`config.mk`:
```
export PLATFORM = sky130hd
export DESIGN_NAME = wheel_speed_step_regulator_top
export DESIGN_NICKNAME = d
export VERILOG_FILES = /design/src/rtl/core/wssr_pkg.sv /design/src/rtl/core/wssr_div.sv /design/src/rtl/core/wssr_lane.sv /design/src/rtl/core/wheel_speed_step_regulator_top.sv
export VERILOG_INCLUDE_DIRS = /design/src /design/src/rtl/core
export SDC_FILE = /design/constraint.sdc
export NUM_CORES = 1
export LEC_CHECK = 0
export BUFFER_PORTS_ARGS = -buffer_cell sky130_fd_sc_hd__buf_2
export CAP_MARGIN = 20
export CORE_MARGIN = 1.5
export CORE_UTILIZATION = 50
export DETAILED_ROUTE_END_ITERATION = 12
export PLACE_DENSITY = 0.67
export SLEW_MARGIN = 10
export SYNTH_ARGS = -nofsm -noshare
export SYNTH_HDL_FRONTEND = slang
export SYNTH_SLANG_ARGS = --single-unit
```
`constraint.sdc`:
```
create_clock -name i_clk -period 5.8 [get_ports i_clk]
set_input_delay 1.45 -clock i_clk [delete_from_list [all_inputs] [get_ports i_clk]]
set_output_delay 1.45 -clock i_clk [all_outputs]
set_load 0.05 [all_outputs]
```
`src/rtl/core/assert_macros.svh`:
```
// Assertion helpers, compiled out for synthesis.
`ifndef ASSERT_MACROS_SVH
`define ASSERT_MACROS_SVH
`ifndef SYNTHESIS
`define ASSERT_IMPL(lbl, clk, rst_n, ante, cons) \
    lbl: assert property (@(posedge clk) disable iff (!rst_n) (ante) |-> (cons)) \
        else $error("implication check failed");
`define ASSERT_NEXT(lbl, clk, rst_n, ante, cons) \
    lbl: assert property (@(posedge clk) disable iff (!rst_n) (ante) |=> (cons)) \
        else $error("next-cycle check failed");
`define ASSERT_NEVER(lbl, clk, rst_n, cond) \
    lbl: assert property (@(posedge clk) disable iff (!rst_n) !(cond)) \
        else $error("forbidden condition seen");
`else
`define ASSERT_IMPL(lbl, clk, rst_n, ante, cons)
`define ASSERT_NEXT(lbl, clk, rst_n, ante, cons)
`define ASSERT_NEVER(lbl, clk, rst_n, cond)
`endif
`endif

```
`src/rtl/core/wssr_pkg.sv`:
```
`timescale 1ns / 1ps
package wssr_pkg;

    localparam int PERIOD_W = 16;
    localparam int SUM_W    = 22;
    localparam int SPEED_W  = 16;
    localparam int DUTY_W   = 14;
    localparam int TGT_W    = 10;
    localparam int DB_W     = 8;
    localparam int STEP_W   = 10;
    localparam int CFG_W    = 14;
    localparam int IDX_W    = 3;

    localparam logic [SUM_W-1:0]   SPEED_NUM  = 22'd2000000;
    localparam logic [SPEED_W-1:0] SPEED_MAX  = 16'd65535;
    localparam logic [DUTY_W-1:0]  DUTY_MAX   = 14'd16383;
    localparam logic [DUTY_W-1:0]  DUTY_RESET = 14'd3750;

    localparam logic [TGT_W-1:0]  TARGET_RESET   = 10'd50;
    localparam logic [DB_W-1:0]   DEADBAND_RESET = 8'd3;
    localparam logic [STEP_W-1:0] STEP_RESET     = 10'd100;
    localparam logic [DUTY_W-1:0] CEILING_RESET  = 14'd14898;

    localparam logic [IDX_W-1:0] REG_TARGET_L = 3'd0;
    localparam logic [IDX_W-1:0] REG_TARGET_R = 3'd1;
    localparam logic [IDX_W-1:0] REG_DEADBAND = 3'd2;
    localparam logic [IDX_W-1:0] REG_STEP     = 3'd3;
    localparam logic [IDX_W-1:0] REG_CEILING  = 3'd4;

    typedef enum logic {
        S_ACC,
        S_CALC
    } t_top_state;

    typedef enum logic [2:0] {
        L_IDLE,
        L_START,
        L_AVG,
        L_SPD,
        L_REG,
        L_DONE
    } t_lane_state;

    typedef struct packed {
        logic add;
        logic last;
        logic ack;
    } t_lane_ctl;

    typedef struct packed {
        logic [TGT_W-1:0]  target;
        logic [DB_W-1:0]   deadband;
        logic [STEP_W-1:0] step;
        logic [DUTY_W-1:0] ceiling;
    } t_lane_cfg;

endpackage

```
`src/rtl/core/wssr_div.sv`:
```
`timescale 1ns / 1ps
// restoring divider, one quotient bit per cycle
module wssr_div (
    input  logic                           i_clk,
    input  logic                           i_rst_n,
    input  logic                           i_start,
    input  logic [wssr_pkg::SUM_W-1:0]     i_dividend,
    input  logic [wssr_pkg::SPEED_W-1:0]   i_divisor,
    output logic                           o_done,
    output logic [wssr_pkg::SUM_W-1:0]     o_quot
);
    localparam int NUM_W = wssr_pkg::SUM_W;
    localparam int DEN_W = wssr_pkg::SPEED_W;
    localparam int CNT_W = $clog2(NUM_W);

    logic             r_busy, n_busy;
    logic             r_done, n_done;
    logic [CNT_W-1:0] r_cnt, n_cnt;
    logic [DEN_W-1:0] r_rem, n_rem;
    logic [NUM_W-1:0] r_quot, n_quot;
    logic [DEN_W-1:0] r_den, n_den;
    logic [DEN_W:0]   w_trial;
    logic [DEN_W:0]   w_diff;
    logic             w_fit;

    always_ff @(posedge i_clk) begin
        if (!i_rst_n) begin
            r_busy <= 1'b0;
            r_done <= 1'b0;
            r_cnt  <= '0;
        end else begin
            r_busy <= n_busy;
            r_done <= n_done;
            r_cnt  <= n_cnt;
        end
        r_rem  <= n_rem;
        r_quot <= n_quot;
        r_den  <= n_den;
    end

    always_comb begin
        w_trial = {r_rem, r_quot[NUM_W-1]};
        w_diff  = w_trial - {1'b0, r_den};
        w_fit   = (w_trial >= {1'b0, r_den});
        n_busy  = r_busy;
        n_done  = 1'b0;
        n_cnt   = r_cnt;
        n_rem   = r_rem;
        n_quot  = r_quot;
        n_den   = r_den;
        if (i_start) begin
            n_busy = 1'b1;
            n_cnt  = '0;
            n_rem  = '0;
            n_quot = i_dividend;
            n_den  = i_divisor;
        end else if (r_busy) begin
            n_rem  = w_fit ? w_diff[DEN_W-1:0] : w_trial[DEN_W-1:0];
            n_quot = {r_quot[NUM_W-2:0], w_fit};
            n_cnt  = r_cnt + 1'b1;
            if (r_cnt == CNT_W'(NUM_W - 1)) begin
                n_busy = 1'b0;
                n_done = 1'b1;
            end
        end
    end

    assign o_done = r_done;
    assign o_quot = r_quot;

endmodule

```
`src/rtl/core/wssr_lane.sv`:
```
`timescale 1ns / 1ps
// one wheel: period sum, average and speed divisions, duty update
module wssr_lane #(
    parameter int WINDOW = 10
) (
    input  logic                            i_clk,
    input  logic                            i_rst_n,
    input  wssr_pkg::t_lane_ctl             i_ctl,
    input  wssr_pkg::t_lane_cfg             i_cfg,
    input  logic [wssr_pkg::PERIOD_W-1:0]   i_period,
    output logic                            o_done,
    output logic [wssr_pkg::SPEED_W-1:0]    o_speed,
    output logic [wssr_pkg::DUTY_W-1:0]     o_duty
);
    localparam int SUM_W   = wssr_pkg::SUM_W;
    localparam int SPEED_W = wssr_pkg::SPEED_W;
    localparam int DUTY_W  = wssr_pkg::DUTY_W;
    localparam int TGT_W   = wssr_pkg::TGT_W;

    wssr_pkg::t_lane_state r_state, n_state;
    logic [SUM_W-1:0]   r_sum, n_sum;
    logic [SPEED_W-1:0] r_speed, n_speed;
    logic [DUTY_W-1:0]  r_duty, n_duty;

    logic               w_div_start;
    logic [SUM_W-1:0]   w_div_num;
    logic [SPEED_W-1:0] w_div_den;
    logic               w_div_done;
    logic [SUM_W-1:0]   w_div_quot;

    logic [TGT_W:0]     w_hi;
    logic [TGT_W:0]     w_lo;
    logic               w_lo_ok;
    logic               w_dec;
    logic               w_inc;
    logic [DUTY_W:0]    w_up;

    wssr_div u_div (
        .i_clk      (i_clk),
        .i_rst_n    (i_rst_n),
        .i_start    (w_div_start),
        .i_dividend (w_div_num),
        .i_divisor  (w_div_den),
        .o_done     (w_div_done),
        .o_quot     (w_div_quot)
    );

    always_ff @(posedge i_clk) begin
        if (!i_rst_n) begin
            r_state <= wssr_pkg::L_IDLE;
            r_sum   <= '0;
            r_duty  <= wssr_pkg::DUTY_RESET;
        end else begin
            r_state <= n_state;
            r_sum   <= n_sum;
            r_duty  <= n_duty;
        end
        r_speed <= n_speed;
    end

    always_comb begin
        w_hi    = {1'b0, i_cfg.target} + (TGT_W+1)'(i_cfg.deadband);
        w_lo    = {1'b0, i_cfg.target} - (TGT_W+1)'(i_cfg.deadband);
        w_lo_ok = ({1'b0, i_cfg.target} >= (TGT_W+1)'(i_cfg.deadband));
        w_dec   = (r_speed > SPEED_W'(w_hi)) && (r_duty > DUTY_W'(i_cfg.step));
        w_inc   = w_lo_ok && (r_speed < SPEED_W'(w_lo)) && (r_duty < i_cfg.ceiling);
        w_up    = {1'b0, r_duty} + (DUTY_W+1)'(i_cfg.step);
    end

    always_comb begin
        n_state     = r_state;
        n_sum       = r_sum;
        n_speed     = r_speed;
        n_duty      = r_duty;
        w_div_start = 1'b0;
        w_div_num   = r_sum;
        w_div_den   = SPEED_W'(WINDOW);
        if (i_ctl.add) begin
            n_sum = r_sum + SUM_W'(i_period);
        end
        unique case (r_state)
            wssr_pkg::L_IDLE: begin
                if (i_ctl.add && i_ctl.last) begin
                    n_state = wssr_pkg::L_START;
                end
            end
            wssr_pkg::L_START: begin
                w_div_start = 1'b1;
                n_sum       = '0;
                n_state     = wssr_pkg::L_AVG;
            end
            wssr_pkg::L_AVG: begin
                if (w_div_done) begin
                    if (w_div_quot == '0) begin
                        n_speed = wssr_pkg::SPEED_MAX;
                        n_state = wssr_pkg::L_REG;
                    end else begin
                        w_div_start = 1'b1;
                        w_div_num   = wssr_pkg::SPEED_NUM;
                        w_div_den   = w_div_quot[SPEED_W-1:0];
                        n_state     = wssr_pkg::L_SPD;
                    end
                end
            end
            wssr_pkg::L_SPD: begin
                if (w_div_done) begin
                    n_speed = (|w_div_quot[SUM_W-1:SPEED_W]) ? wssr_pkg::SPEED_MAX
                                                             : w_div_quot[SPEED_W-1:0];
                    n_state = wssr_pkg::L_REG;
                end
            end
            wssr_pkg::L_REG: begin
                if (w_dec) begin
                    n_duty = r_duty - DUTY_W'(i_cfg.step);
                end else if (w_inc) begin
                    n_duty = w_up[DUTY_W] ? wssr_pkg::DUTY_MAX : w_up[DUTY_W-1:0];
                end
                n_state = wssr_pkg::L_DONE;
            end
            wssr_pkg::L_DONE: begin
                if (i_ctl.ack) begin
                    n_state = wssr_pkg::L_IDLE;
                end
            end
            default: begin
                n_state = wssr_pkg::L_IDLE;
            end
        endcase
    end

    assign o_done  = (r_state == wssr_pkg::L_DONE);
    assign o_speed = r_speed;
    assign o_duty  = r_duty;

endmodule

```
`src/rtl/core/wheel_speed_step_regulator_top.sv`:
```
// A window-closing request gives its result after two bit-serial divisions
// per wheel, or after one when both averages are zero.
// Throughput: one request per cycle inside a window; after the closing
// request input stays blocked until the per-wheel restoring dividers finish,
// and longer while the previous result still waits.
// Reset: synchronous, active low; sums, count clear, duties 3750, regs reset.
`timescale 1ns / 1ps
`include "assert_macros.svh"
module wheel_speed_step_regulator_top #(
    parameter int WINDOW = 10
) (
    input  logic                                i_clk,
    input  logic                                i_rst_n,
    input  logic                                i_cfg_we,
    input  logic [wssr_pkg::IDX_W-1:0]          i_cfg_index,
    input  logic [wssr_pkg::CFG_W-1:0]          i_cfg_data,
    input  logic                                i_in_valid,
    output logic                                o_in_ready,
    input  logic [wssr_pkg::PERIOD_W-1:0]       i_left_period,
    input  logic [wssr_pkg::PERIOD_W-1:0]       i_right_period,
    output logic                                o_out_valid,
    input  logic                                i_out_ready,
    output logic [wssr_pkg::SPEED_W-1:0]        o_left_speed,
    output logic [wssr_pkg::SPEED_W-1:0]        o_right_speed,
    output logic [wssr_pkg::DUTY_W-1:0]         o_left_drive,
    output logic [wssr_pkg::DUTY_W-1:0]         o_right_drive
);
    localparam int CNT_W   = $clog2(WINDOW + 1);
    localparam int SPEED_W = wssr_pkg::SPEED_W;
    localparam int DUTY_W  = wssr_pkg::DUTY_W;

    wssr_pkg::t_top_state r_state, n_state;
    logic [CNT_W-1:0] r_count, n_count;
    logic             r_out_valid, n_out_valid;
    logic [SPEED_W-1:0] r_left_speed, r_right_speed;
    logic [DUTY_W-1:0]  r_left_drive, r_right_drive;

    logic [wssr_pkg::TGT_W-1:0]  r_target_l, r_target_r;
    logic [wssr_pkg::DB_W-1:0]   r_deadband;
    logic [wssr_pkg::STEP_W-1:0] r_step;
    logic [DUTY_W-1:0]           r_ceiling;

    wssr_pkg::t_lane_ctl w_ctl;
    wssr_pkg::t_lane_cfg w_cfg_l, w_cfg_r;
    logic               w_accept;
    logic               w_load;
    logic               w_left_done, w_right_done;
    logic [SPEED_W-1:0] w_left_speed, w_right_speed;
    logic [DUTY_W-1:0]  w_left_duty, w_right_duty;

    always_ff @(posedge i_clk) begin
        if (!i_rst_n) begin
            r_target_l <= wssr_pkg::TARGET_RESET;
            r_target_r <= wssr_pkg::TARGET_RESET;
            r_deadband <= wssr_pkg::DEADBAND_RESET;
            r_step     <= wssr_pkg::STEP_RESET;
            r_ceiling  <= wssr_pkg::CEILING_RESET;
        end else if (i_cfg_we) begin
            unique case (i_cfg_index)
                wssr_pkg::REG_TARGET_L: r_target_l <= i_cfg_data[wssr_pkg::TGT_W-1:0];
                wssr_pkg::REG_TARGET_R: r_target_r <= i_cfg_data[wssr_pkg::TGT_W-1:0];
                wssr_pkg::REG_DEADBAND: r_deadband <= i_cfg_data[wssr_pkg::DB_W-1:0];
                wssr_pkg::REG_STEP:     r_step     <= i_cfg_data[wssr_pkg::STEP_W-1:0];
                wssr_pkg::REG_CEILING:  r_ceiling  <= i_cfg_data[DUTY_W-1:0];
                default: ;
            endcase
        end
    end

    always_comb begin
        w_cfg_l = '{target: r_target_l, deadband: r_deadband, step: r_step,
                    ceiling: r_ceiling};
        w_cfg_r = '{target: r_target_r, deadband: r_deadband, step: r_step,
                    ceiling: r_ceiling};
    end

    wssr_lane #(.WINDOW(WINDOW)) u_left (
        .i_clk    (i_clk),
        .i_rst_n  (i_rst_n),
        .i_ctl    (w_ctl),
        .i_cfg    (w_cfg_l),
        .i_period (i_left_period),
        .o_done   (w_left_done),
        .o_speed  (w_left_speed),
        .o_duty   (w_left_duty)
    );

    wssr_lane #(.WINDOW(WINDOW)) u_right (
        .i_clk    (i_clk),
        .i_rst_n  (i_rst_n),
        .i_ctl    (w_ctl),
        .i_cfg    (w_cfg_r),
        .i_period (i_right_period),
        .o_done   (w_right_done),
        .o_speed  (w_right_speed),
        .o_duty   (w_right_duty)
    );

    always_ff @(posedge i_clk) begin
        if (!i_rst_n) begin
            r_state     <= wssr_pkg::S_ACC;
            r_count     <= '0;
            r_out_valid <= 1'b0;
        end else begin
            r_state     <= n_state;
            r_count     <= n_count;
            r_out_valid <= n_out_valid;
        end
        if (w_load) begin
            r_left_speed  <= w_left_speed;
            r_right_speed <= w_right_speed;
            r_left_drive  <= w_left_duty;
            r_right_drive <= w_right_duty;
        end
    end

    always_comb begin
        n_state     = r_state;
        n_count     = r_count;
        o_in_ready  = 1'b0;
        w_accept    = 1'b0;
        w_load      = 1'b0;
        w_ctl       = '0;
        unique case (r_state)
            wssr_pkg::S_ACC: begin
                o_in_ready = 1'b1;
                w_accept   = i_in_valid;
                w_ctl.add  = i_in_valid;
                if (i_in_valid) begin
                    if (r_count == CNT_W'(WINDOW - 1)) begin
                        w_ctl.last = 1'b1;
                        n_count    = '0;
                        n_state    = wssr_pkg::S_CALC;
                    end else begin
                        n_count = r_count + 1'b1;
                    end
                end
            end
            wssr_pkg::S_CALC: begin
                if (w_left_done && w_right_done && (!r_out_valid || i_out_ready)) begin
                    w_load    = 1'b1;
                    w_ctl.ack = 1'b1;
                    n_state   = wssr_pkg::S_ACC;
                end
            end
            default: begin
                n_state = wssr_pkg::S_ACC;
            end
        endcase
        if (w_load) begin
            n_out_valid = 1'b1;
        end else if (i_out_ready) begin
            n_out_valid = 1'b0;
        end else begin
            n_out_valid = r_out_valid;
        end
    end

    assign o_out_valid   = r_out_valid;
    assign o_left_speed  = r_left_speed;
    assign o_right_speed = r_right_speed;
    assign o_left_drive  = r_left_drive;
    assign o_right_drive = r_right_drive;

    `ASSERT_NEVER(a_count_range, i_clk, i_rst_n, r_count > CNT_W'(WINDOW - 1))
    `ASSERT_NEVER(a_no_accept_busy, i_clk, i_rst_n, w_accept && (w_left_done || w_right_done))
    `ASSERT_NEXT(a_load_shows, i_clk, i_rst_n, w_load, o_out_valid && !w_left_done)
    `ASSERT_IMPL(a_close_window, i_clk, i_rst_n, w_ctl.last, w_accept)

endmodule
```
# Word-level counts from Yosys, hierarchy flattened

Cells that the tools add are included.
Widths: inputs -> output; s select.

Register bits: 350
Input bits: 54
Output and inout bits: 62
Logic and storage cells: 202

Add/sub/neg operators: 15
$lt $le $gt $ge: 12
Equality and inequality tests: 27
Multiplexer cells: 63
Bitwise operators: 8
Reduce and logical (&&, ||, !) cells: 45

Operator list:

| operator           | count |
|---|---|
| $mux 22            | 10 |
| $mux 16            | 10 |
| $mux 14            | 6 |
| $pmux 16 s2        | 2 |
| $add 22x16->22     | 2 |
| $logic_not 22->1   | 2 |
| $pmux 3 s6         | 2 |
| $ge 17x16->1       | 2 |
| $gt 16x11->1       | 2 |
| $lt 16x11->1       | 2 |
| $sub 16x16->16     | 2 |
| $add 14x10->15     | 2 |
| $gt 14x10->1       | 2 |
| $lt 14x14->1       | 2 |
| $sub 14x10->14     | 2 |
| $mux 3             | 8 |
| $add 10x8->11      | 2 |
| $sub 10x8->11      | 2 |
| $ge 10x8->1        | 2 |
| $mux 1             | 20 |
| $eq 3x2->1 const B | 6 |
| $reduce_and 2->1   | 8 |
| $reduce_and 4->1   | 4 |
| $eq 3x3->1 const B | 5 |
| 19 further kinds   | 63 |

# Longest topological paths before layout

Depth after elaboration: 7
Mapped depth: 22
Depth with buffers taken out: 21

# Modules after synthesis

Synthesis repeated with hierarchy kept, for this count alone.

Cells, all modules: 2420
Area, all modules: 22665.5 um^2

By module, submodules not included:

| module                         | instances | cells an instance | area each (um^2) | sequential area each (um^2) |
|---|---|---|---|---|
| wssr_div                       | 2         | 328               | 3489.6           | 1601.5 |
| wssr_lane at u_right           | 1         | 740               | 5874.4           | 1261.2 |
| wssr_lane at u_left            | 1         | 724               | 5790.6           | 1261.2 |
| wheel_speed_step_regulator_top | 1         | 300               | 4021.4           | 2962.8 |

# Least setup slack after synthesis

OpenSTA, ideal clock, no wires.

Kind: input -> register
Start: in i_out_ready
End: reg u_left.r_state[0]
Setup time: 128 ps
Arrival: 4056 ps
Data required time: 5672 ps
Path slack: 1616 ps
Stages on the path: 8
Buffers on the path: 1
Path through: nor2b_1 nor4_1 and2_1 clkbuf_1 inv_1 a21oi_1 o22a_1 nor2_1

Cells in the longest elaborated chain, start to end: 6

RTL lines:

| element                           | RTL line                              | text |
|---|---|---|
| start, declared                   | wheel_speed_step_regulator_top.sv:22  | `input logic i_out_ready,` |
| $logic_or 1x1->1                  | wheel_speed_step_regulator_top.sv:140 | `if (w_left_done && w_right_done && (!r_out_valid \|\| i_out_ready)) begin` |
| $logic_and 1x1->1                 | wheel_speed_step_regulator_top.sv:140 |  |
| $mux 1                            | wheel_speed_step_regulator_top.sv:140 |  |
| $mux 1                            | wheel_speed_step_regulator_top.sv:124 | `unique case (r_state)` |
| $ne 2x2->1 (no source line)       | n/a                                   |  |
| $reduce_and 4->1 (no source line) | n/a                                   |  |
| end signal, assigned              | wssr_lane.sv:50                       | `r_state <= wssr_pkg::L_IDLE;` |
| end signal, assigned              | wssr_lane.sv:54                       | `r_state <= n_state;` |
| end, declared                     | wssr_lane.sv:20                       | `wssr_pkg::t_lane_state r_state, n_state;` |

Every way passes these cells.
A chain may end at the register's enable or synchronous reset.

# Worst setup path in the final report

Start: reg r_deadband[0] in the netlist's numbering
End: reg u_left.r_duty[12] (netlist: u_left.o_duty[12])

Cells in the longest elaborated chain, start to end: 6
Elaborated cells between the ends (all ways): 11
Those cells by class: add/sub: 2; order compare: 3; mux: 1; reduce/logical: 5

RTL lines:

| element                            | RTL line                             | text |
|---|---|---|
| start, declared                    | wheel_speed_step_regulator_top.sv:39 | `logic [wssr_pkg::DB_W-1:0] r_deadband;` |
| start signal, assigned             | wheel_speed_step_regulator_top.sv:55 | `r_deadband <= wssr_pkg::DEADBAND_RESET;` |
| start signal, assigned             | wheel_speed_step_regulator_top.sv:62 | `wssr_pkg::REG_DEADBAND: r_deadband <= i_cfg_data[wssr_pkg::DB_W-1:0];` |
| $sub 10x8->11                      | wssr_lane.sv:63                      | `w_lo = {1'b0, i_cfg.target} - (TGT_W+1)'(i_cfg.deadband);` |
| $lt 16x11->1                       | wssr_lane.sv:66                      | `w_inc = w_lo_ok && (r_speed < SPEED_W'(w_lo)) && (r_duty < i_cfg.ceiling);` |
| $logic_and 1x1->1 (2 in a row)     | wssr_lane.sv:66                      |  |
| $reduce_bool 2->1 (no source line) | n/a                                  |  |
| $reduce_and 2->1 (no source line)  | n/a                                  |  |
| end signal, assigned               | wssr_lane.sv:52                      | `r_duty <= wssr_pkg::DUTY_RESET;` |
| end signal, assigned               | wssr_lane.sv:56                      | `r_duty <= n_duty;` |
| end, declared                      | wssr_lane.sv:23                      | `logic [DUTY_W-1:0] r_duty, n_duty;` |

Parallel ways exist; a longest one is shown, timed or not.

==> results.ini <==
[route]
antenna_left = 0
drt-pass1-iter-count = 5
drcViolationCount = 0
drt_wl_total_mm = 54.9
vias = 17511
vias_per_cell = 5.83
wl_per_cell_um = 18.3
dr.first_iter.drc_count = 1170

[critical_path]
reg2reg_depth = 20
crit_fanout = 15
worstReg2RegStart = r_deadband[0]$_SDFFE_PN1P_
startpoint = r_deadband[0]$_SDFFE_PN1P_
worstSetupPathType = reg2reg
worstPathArrival_ps = 5250
start_kind = flop
end_kind = flop
crit_required_ps = 6270
reg2reg_to = u_left.o_duty[12]$_SDFFE_PN0P_
rrSetupSlack_ps = 1020

[die]
die_area_um2 = 44400
die_y_um = 211
die-width_um = 211
initial_core_util = 0.511
core-area_um2 = 42200
rows = 75
io_pins = 116

[placement]
io_buffers = 115
place_area_um2 = 22500
place.detailed.hpwl_mm = 40.7
gp_congestion = 0.911

[yosys]
synthMuxAreaShare = 0.0102
synth_compound_area_frac = 0.189
synth_ff_type = dfxtp_1
ys_async_sr_fraction = 0
ys_warn_count = 0
synth_seq_area_share = 0.403
synth_edf_count = 168
synth-simple-area-share = 0.185
syn-instance-count = 2358
synth_top_family_by_area = compound AO/OA/AOI/OAI gates
syn_area_per_cell_um2 = 9.15
syn_nets = 2632
synth_area_um2 = 21600
ys_seq_elements = 350
synth_xor_area_frac = 0.0374
yosys.area_share.adder = 0.132
synth_cell_types = 94

[global_route]
grt_max_degree = 65
antenna_found_initial = 0
grt_pass1_vias = 16874
grt_usage = 0.246
grt_pass1_wl_mm = 87.5
gr-total-overflow = 0

[sta]
rsz0062_at_grt = no
timing_hold_violations_final = 0
maxSlewViolCount = 0
hold_ws_ps = 448
fmax_mhz = 209
worstMarginPinSlew_ps = 1040
skew_ps = 22.6
fin_tns_setup_ps = 0
layout_worst_path_cycle_share = 0.824
setup_viol = 0
slew_headroom = 0.303
fin_crit_ps = 4780

[clocking]
post_cts_buffers = 0
cts_tree = built
clkTransAtPathRegs_ps = 60
holdBufCountCts = 0
clock-sinks = 350
clock_path_buffers = 3
cts_resized = 0
insertion_delay_ps = 570
ctsRootBufferMaster = clkbuf_16
cts_buffers = 39
h-tree-depth = 2

[layout]
fin_area_um2 = 23800
layout.nets = 2710
drive_above_1_share = 0.107
area_growth_pct = 10.4
antenna_cells = 0

[run_status]
outcome = complete, no violations

[worst_hold_path]
min_from = u_right.o_speed[13]$_SDFFCE_PP1P_
hold_end = o_right_speed[13]$_DFFE_PP_
hold_class = reg2reg
whs_path_depth = 0

[power_and_ir_drop]
power.density_nw_per_um2 = 276
power.leakage_nw = 9.54
ir_worst_vdd_v = 0.000181

[job]
drv_cap = 0

registers in the layout, summed over array words and instances (netlist names), 16 cells and up:
| signal | cells |
|---|---|
| u_left.r_sum | 22 |
| u_left.u_div.o_quot | 22 |
| u_right.r_sum | 22 |
| u_right.u_div.o_quot | 22 |
| o_left_speed | 16 |
| o_right_speed | 16 |
| u_left.o_speed | 16 |
| u_left.u_div.r_den | 16 |
| u_left.u_div.r_rem | 16 |
| u_right.o_speed | 16 |
| u_right.u_div.r_den | 16 |
| u_right.u_div.r_rem | 16 |
cell type report:
type / instances / area [um^2]
inverter: 144 / 541
sequential: 350 / 8690
timing repair buffer: 130 / 696
multi-input combinational: 1771 / 12000
clock buffer: 49 / 1050
clock inverter: 23 / 200
fill: 3748 / 18400
tap: 539 / 674
per-layer routing:
metal,wire length (um),vias up,track usage
met5,0,-,0
met4,1560,0,0.0837
met3,2750,102,0.0363
met2,26300,472,0.423
met1,24300,8260,0.317
li1,-,8677,-
cells by family after synthesis:
group	after synthesis
flops	350
xor+xnor	92
buf+inv	237
fa+ha+maj	220
mux	22
simple gates	821
compound gates	616
how the worst max path moves through the flow:
stage                                          end  slack [ps]  cells after the start
floorplan           u_left.r_state[0]$_SDFFE_PN0P_        1620                      8
global placement    u_left.o_duty[12]$_SDFFE_PN0P_        1030                     19
detailed placement  u_left.o_duty[12]$_SDFFE_PN0P_         930                     19
CTS                 u_left.o_duty[12]$_SDFFE_PN0P_         870                     19
global route        u_left.o_duty[12]$_SDFFE_PN0P_         550                     19
finish              u_left.o_duty[12]$_SDFFE_PN0P_        1020                     20
worst max-delay path, cell delays in order, from the launching register on:
cell      delay, ps
dfxtp_1         430
ha_1            220
inv_1            60
fa_1            410
a21o_1          180
a21oi_1         210
o21bai_1         90
a21oi_1         230
nor2b_1          70
o21ai_0         210
nor2b_1         200
xnor2_1         140
ha_1            250
and3_1          160
a22o_1          180
nor4_1          250
o31ai_1         110
a211oi_1        400
a21o_1          410
o21ai_0         170
a221oi_1        290
power by group:
group / switching [W] / internal (W)
sequential: 0.000107 / 0.00269
combinational: 0.000737 / 0.000586
clock: 0.00105 / 0.00140
total: 0.00190 / 0.00467
layout by cell type, fill, tap and decap left out, types with 10 or more instances in the layout:
cell type / n
xnor2_1: 64
nand2b_1: 38
a21o_1: 37
o21a_1: 25
o31ai_1: 18
edfxtp_1: 168
dfxtp_1: 182
xor2_1: 28
a211oi_1: 32
nand3_1: 64
fa_1: 12
mux2i_1: 22
ha_1: 208
nor3b_1: 10
a21oi_1: 204
or3_1: 14
buf_2: 115
a31oi_1: 18
nor2b_1: 28
o21ai_0: 111
nor2_1: 142
clkbuf_16: 40
and2_1: 40
nor4_1: 20
o21bai_1: 17
buf_4: 14
nand4_1: 23
or2_2: 36
nor3_1: 47
a221o_1: 10
and3_1: 25
inv_1: 143
nand2_1: 296
o211ai_1: 33
cells in the mapped netlist, types with 8 or more instances:
master,number,area share
nand2_1,296,0.052
nor2_1,142,0.025
xor2_1,28,0.011
nor2b_1,29,0.0084
nor3b_1,11,0.0038
a21o_1,37,0.013
nor3_1,48,0.011
nor4_1,20,0.0058
dfxtp_1,182,0.17
ha_1,208,0.12
a211oi_1,32,0.011
mux2i_1,22,0.010
fa_1,12,0.011
edfxtp_1,168,0.23
xnor2_1,64,0.026
and2_1,41,0.012
a221o_1,10,0.0046
o21ai_0,111,0.026
nand2b_1,38,0.011
buf_2,18,0.0042
and3_1,25,0.0073
clkbuf_1,66,0.011
or3_1,14,0.0041
a32oi_1,8,0.0032
inv_1,144,0.025
a221oi_1,8,0.0032
nand3_1,64,0.015
o211ai_1,33,0.011
nand4_1,23,0.0067
o31ai_1,18,0.0063
a31oi_1,18,0.0052
o21bai_1,17,0.0059
a21oi_1,204,0.047
o21a_1,25,0.0087
or2_2,36,0.010
through the flow:
stage,utilization,total power [W],std cells,setup WS [ps]
2_1_floorplan,-,0.00389,2358,1620
3_3_place_gp,0.533,0.00412,2932,1030
3_5_place_dp,0.533,0.00415,2932,929
4_1_cts,0.563,0.00660,3004,873
5_1_grt,0.564,0.00688,3006,554
6_report,0.564,0.00657,3006,1020
No activity file was read; power rests on OpenSTA's default activity.
